**src/design/sbus_pkg.sv**
```systemverilog
// Shared constants and helpers for the S.BUS frame channel decoder.
// No dependencies; imported by sbus_frame_channel_decoder.
package sbus_pkg;

    localparam int FRAME_BYTES  = 25;
    localparam int NUM_CHANNELS = 9;
    localparam int CHAN_W       = 11;
    localparam int BYTE_W       = 8;
    localparam int POS_W        = 5;
    localparam int STORE_BYTES  = 14;
    localparam int PAYLOAD_W    = (STORE_BYTES - 1) * BYTE_W;
    localparam int CHANS_W      = NUM_CHANNELS * CHAN_W;
    localparam int TDATA_W      = ((CHANS_W + 7) / 8) * 8;

    localparam logic [POS_W-1:0]  LAST_POS       = POS_W'(FRAME_BYTES - 1);
    localparam logic [BYTE_W-1:0] START_MARK     = 8'h0F;
    localparam logic [BYTE_W-1:0] END_MARK       = 8'h00;
    localparam logic [CHAN_W-1:0] FAILSAFE_RESET = 11'd1024;

    function automatic logic [CHAN_W-1:0] chan_extract(
        input logic [PAYLOAD_W-1:0] bits,
        input int                   k
    );
        return bits[CHAN_W*k +: CHAN_W];
    endfunction

endpackage

```
**src/design/sbus_frame_channel_decoder.sv**
```systemverilog
// S.BUS frame channel decoder: counts bytes into fixed frames, checks markers,
// unpacks nine 11-bit channels. Depends on sbus_pkg.
//
// Channel   Dir  Signals                               Content
// s_axis    in   tvalid tready tdata[7:0]              rx_byte
// m_axis    out  tvalid tready tdata[103:0] tuser[0]   chan_0..chan_8 / frame_ok
// cfg       in   cfg_valid cfg_ready cfg_data[10:0]    failsafe_value
//
// One byte accepted per cycle; a frame result is registered the cycle after its
// last byte and held until taken. Bytes keep flowing while a result waits, and
// stall only when a new result would overwrite one not yet taken.
// Reset clears the byte position, the result valid and sets failsafe to 1024.
module sbus_frame_channel_decoder
    import sbus_pkg::*;
(
    input  logic                clk,
    input  logic                rst_n,
    input  logic                s_axis_tvalid,
    output logic                s_axis_tready,
    input  logic [BYTE_W-1:0]   s_axis_tdata,   // [7:0] rx_byte
    output logic                m_axis_tvalid,
    input  logic                m_axis_tready,
    output logic [TDATA_W-1:0]  m_axis_tdata,   // chan_0 [10:0] .. chan_8 [98:88], zero pad
    output logic [0:0]          m_axis_tuser,   // [0] frame_ok
    input  logic                cfg_valid,
    output logic                cfg_ready,
    input  logic [CHAN_W-1:0]   cfg_data        // [10:0] failsafe_value
);

    logic [POS_W-1:0]   pos_reg;
    logic [POS_W-1:0]   pos_next;
    logic [BYTE_W-1:0]  byte_reg [STORE_BYTES];
    logic [CHAN_W-1:0]  failsafe_reg;
    logic               out_valid_reg;
    logic               out_valid_next;
    logic               ok_reg;
    logic               ok_next;
    logic [CHANS_W-1:0] chans_reg;
    logic [CHANS_W-1:0] chans_next;
    logic [PAYLOAD_W-1:0] payload;
    logic               in_accept;
    logic               frame_end;

    assign s_axis_tready = !out_valid_reg || m_axis_tready || (pos_reg != LAST_POS);
    assign in_accept     = s_axis_tvalid && s_axis_tready;
    assign frame_end     = in_accept && (pos_reg == LAST_POS);
    assign cfg_ready     = 1'b1;

    assign m_axis_tvalid = out_valid_reg;
    assign m_axis_tuser  = ok_reg;
    assign m_axis_tdata  = {{(TDATA_W - CHANS_W){1'b0}}, chans_reg};

    always_comb
    begin
        for (int i = 1; i < STORE_BYTES; i++)
        begin
            payload[BYTE_W*(i-1) +: BYTE_W] = byte_reg[i];
        end
    end

    always_comb
    begin
        pos_next = pos_reg;
        if (in_accept)
        begin
            if (pos_reg >= LAST_POS)
                pos_next = '0;
            else
                pos_next = pos_reg + POS_W'(1);
        end
    end

    always_comb
    begin
        ok_next = (byte_reg[0] == START_MARK) && (s_axis_tdata == END_MARK);
        for (int k = 0; k < NUM_CHANNELS; k++)
        begin
            chans_next[CHAN_W*k +: CHAN_W] = ok_next ? chan_extract(payload, k) : failsafe_reg;
        end
    end

    always_comb
    begin
        out_valid_next = out_valid_reg;
        if (frame_end)
            out_valid_next = 1'b1;
        else if (m_axis_tready)
            out_valid_next = 1'b0;
    end

    always_ff @(posedge clk or negedge rst_n)
    begin
        if (!rst_n)
        begin
            pos_reg       <= '0;
            out_valid_reg <= 1'b0;
            failsafe_reg  <= FAILSAFE_RESET;
        end
        else
        begin
            pos_reg       <= pos_next;
            out_valid_reg <= out_valid_next;
            if (cfg_valid && cfg_ready)
                failsafe_reg <= cfg_data;
        end
    end

    always_ff @(posedge clk)
    begin
        for (int i = 0; i < STORE_BYTES; i++)
        begin
            if (in_accept && (pos_reg == POS_W'(i)))
                byte_reg[i] <= s_axis_tdata;
        end
        if (frame_end)
        begin
            ok_reg    <= ok_next;
            chans_reg <= chans_next;
        end
    end

`ifndef SYNTH
    a_pos_range: assert property (@(posedge clk) disable iff (!rst_n)
        pos_reg <= LAST_POS)
        else $error("byte position out of frame");

    a_result_after_last: assert property (@(posedge clk) disable iff (!rst_n)
        frame_end |=> m_axis_tvalid)
        else $error("frame end gave no result");

    a_result_source: assert property (@(posedge clk) disable iff (!rst_n)
        (m_axis_tvalid && !$past(m_axis_tvalid && !m_axis_tready)) |->
            $past(frame_end))
        else $error("result without frame end");

    a_pos_wrap: assert property (@(posedge clk) disable iff (!rst_n)
        frame_end |=> pos_reg == '0)
        else $error("position did not wrap at frame end");

    a_no_overwrite: assert property (@(posedge clk) disable iff (!rst_n)
        (m_axis_tvalid && !m_axis_tready) |-> !frame_end)
        else $error("pending result overwritten");
`endif

endmodule

```
**config.mk**
```make
export PLATFORM = sky130hd
export DESIGN_NAME = sbus_frame_channel_decoder
export DESIGN_NICKNAME = d
export VERILOG_FILES = /design/src/design/sbus_pkg.sv /design/src/design/sbus_frame_channel_decoder.sv
export SDC_FILE = /design/constraint.sdc
export NUM_CORES = 1
export LEC_CHECK = 0
export BUFFER_PORTS_ARGS = -buffer_cell sky130_fd_sc_hd__buf_4
export CELL_PAD_IN_SITES_DETAIL_PLACEMENT = 0
export CELL_PAD_IN_SITES_GLOBAL_PLACEMENT = 1
export CORE_UTILIZATION = 53
export CTS_CLUSTER_DIAMETER = 100
export DETAILED_ROUTE_END_ITERATION = 16
export PLACE_DENSITY = 0.85
export REMOVE_ABC_BUFFERS = 1
export SLEW_MARGIN = 20
export SYNTH_ARGS = -nofsm -noshare
export SYNTH_HDL_FRONTEND = slang
export SYNTH_SLANG_ARGS = --single-unit
```
**constraint.sdc**
```tcl
create_clock -name clk -period 14.6 [get_ports clk]
set_input_delay 2.92 -clock clk [delete_from_list [all_inputs] [get_ports clk]]
set_output_delay 2.92 -clock clk [all_outputs]
set_load 0.01 [all_outputs]
```
==> impl_metrics.yaml <==
status:
  status: "finished clean"
timing:
  whs_ps: 546
  report.final.slew_viol_count: 0
  finalSetupTns_ps: 0
  timing.fmax_mhz: 151
  finClkSkew_ps: 9.53
  setup_viol: 0
  finalHoldViolations: 0
  setup_slack_ps: 7990
  rsz0062_at_grt: "no"
  worst_pin_slew_ps: 1090
  min_period_over_period_pct: 45.3
  relSlewSlack_pct: 26.8
  period_minus_slack_ps: 6610
clock_network:
  cts_hold_buf: 0
  cts_buffers: 22
  clockBufferDepth: 3
  clk_pin_slew_ps: 60
  cts-root-buf: "clkbuf_16"
  cts_setup_buffers: 0
  cts_tree: "done"
  post_cts_resize_count: 0
  cts.htree.levels: 1
  cts_sinks: 224
  worstSkewPairLatency_ps: 490
setup_path:
  endpoint_kind: "primary output"
  cp.arrival_ps: 3690
  startpoint_type: "input pin"
  rr_worst_depth: 7
  cp.depth: 4
  critPathSlowestCell: "or3_1"
  cp.required_ps: 11680
  cp_common_cell: "buf_4"
  critPathBufInv: 2
  crit_type: "input pin to primary output"
  cp_max_fo: 3
  crit_chain: "buf_4 -> nand2b_1 -> or3_1 -> buf_4"
  critPathTopFamily: "simple AND/OR/NAND/NOR gates"
  slowest_delay_ps: 350
power:
  p_clk_share_pct: 39.3
  combPwrFrac_pct: 8.6
  swShare_pct: 21.4
  internal-power_mw: 1.17
  ir_drop_mv: 0.101
  p_per_area_nw_per_um2: 139
  p_leak_nw: 4.27
  fin_total_pwr_mw: 1.49
  p_sw_mw: 0.319
  seqPwrFrac_pct: 52.2
yosys:
  ys.flop_type: "edfxtp_1"
  synth.most_common_cell: "edfxtp_1"
  synth_cells: 413
  avgSynthCellArea_um2: 21.6
  synth_edf_count: 207
  ys_ff_latch: 224
  ys_types: 35
  synthArstFlopShare_pct: 7.59
  netlist_area_um2: 8920
  yosys-top-cells-area: "edfxtp_1 70%, mux2_4 17%, dfrtp_1 4.5%"
  synth_top_area_cell: "edfxtp_1"
  yosysWarnings: 0
  synthTopCellsByCount: "207 x edfxtp_1, 99 x mux2_4, 16 x dfrtp_1, 11 x mux2_2"
  synth_seq_area_share_pct: 74.5
  synth_top_cell_area_share_pct: 69.7
global_route:
  antenna_found_initial: 0
  grt_max_degree: 78
  grt.total_usage_pct: 19.1
  grt_pass1_wl_um: 24600
  overflow: 0
  grt_pass1_vias: 4021
floorplanning:
  die_w_um: 132
  start_util_pct: 54.0
  die_h_um: 132
  core_um2: 16500
  io_pins: 132
  row_count: 47
  die-area_um2: 17300
placement:
  gp_congestion: 0.814
  post-place-ws_ps: 7990
  port_buffers: 125
  hpwl_um: 10200
route:
  dr.pass1.iters: 5
  drc: 0
  via_count: 4185
  routed.top_layer: "met4"
  ant_nets: 0
  routedLengthMet1_um: 7220
  dr_wl_met3_um: 1130
  drtIter0Drc: 332
  post_drt_wl_per_cell_um: 20.9
  dr_wl_met2_um: 7810
  routed_wl_um: 16400
  avgViaCountPerCell: 5.32
final_layout:
  antennaDiodeCount: 0
  nNetsFinal: 578
  fillers: 1090
  drive_gt1_share_pct: 49.6
  largest_register_ffs: 107
  fin_util_pct: 64.6
  area_growth_pct: 19.8
job:
  maxCapViolations: 0
min_path:
  hold_path_class: "flip-flop to flip-flop"
  min_delay_path_depth: 1
cell type report:
| cell class | instances | area (um2) | area share, % |
|---|---|---|---|
| inverters | 3 | 11.3 | 0.105 |
| repair buffers | 129 | 972 | 9.10 |
| well taps | 220 | 275 | 2.58 |
| flip-flops and latches | 224 | 6640 | 62.2 |
| multi-input cells | 170 | 2010 | 18.8 |
| clock inverters | 12 | 141 | 1.32 |
| clock buffers | 28 | 624 | 5.85 |
cells in the final DEF (no fill, tap or decap), types with 2 or more instances in the layout:
cell type / count
edfxtp_1: 207
buf_4: 128
mux2_4: 99
clkbuf_16: 23
dfrtp_1: 16
mux2_2: 11
and2_1: 10
conb_1: 6
nor2_1: 5
and3_1: 5
nand2_1: 5
clkinv_2: 5
ha_1: 4
inv_1: 3
nand2b_1: 3
clkbuf_8: 3
bufinv_16: 3
clkinvlp_4: 3
nor4_2: 2
nand4_1: 2
nand3_1: 2
o21ai_0: 2
a22o_1: 2
clkbuf_1: 2
power groups by stage:
stage	sequential (mW)	clock (mW)	combinational [mW]
after floorplan	0.785	0	0.0801
after global placement	0.786	0	0.124
after detailed placement	0.789	0	0.128
after CTS	0.776	0.591	0.129
after global routing	0.780	0.617	0.138
final	0.776	0.584	0.128
final timing paths:
path	startpoint	endpoint	slack, ps
max reg2reg	pos_reg[0]$_DFFE_PN0P_	chans_reg[47]$_DFFE_PP_	11650
min	byte_reg[0][8]$_DFFE_PP_	chans_reg[0]$_DFFE_PP_	550
max in group asynchronous	rst_n	failsafe_reg[10]$_DFFE_PN1P_	12030
max	m_axis_tready	s_axis_tready	7990
min reg2reg	byte_reg[0][8]$_DFFE_PP_	chans_reg[0]$_DFFE_PP_	550
min in group asynchronous	rst_n	m_axis_tvalid$_DFFE_PN0P_	2300
metrics by stage:
stage	cell area [um2]	instances
after floorplan	8660	397
after global placement	9910	746
after detailed placement	9910	746
after CTS	10700	786
after global routing	10700	786
final	10700	786
metal layers:
layer	up-vias	GRT usage [%]
li1	1865	-
met5	-	0
met3	25	2.85
met2	182	30.0
met1	2113	28.3
met4	0	4.78
cell families after synthesis:
group                    synth area share [%]
adder cells (fa/ha/maj)                 0.561
multiplexers                             18.2
buffers and inverters                    3.14
other                                  0.0842
AND/OR/NAND/NOR                          2.98
AO/OA/AOI/OAI                           0.561
flip-flops                               74.5
No activity file was read; power rests on OpenSTA's default activity.
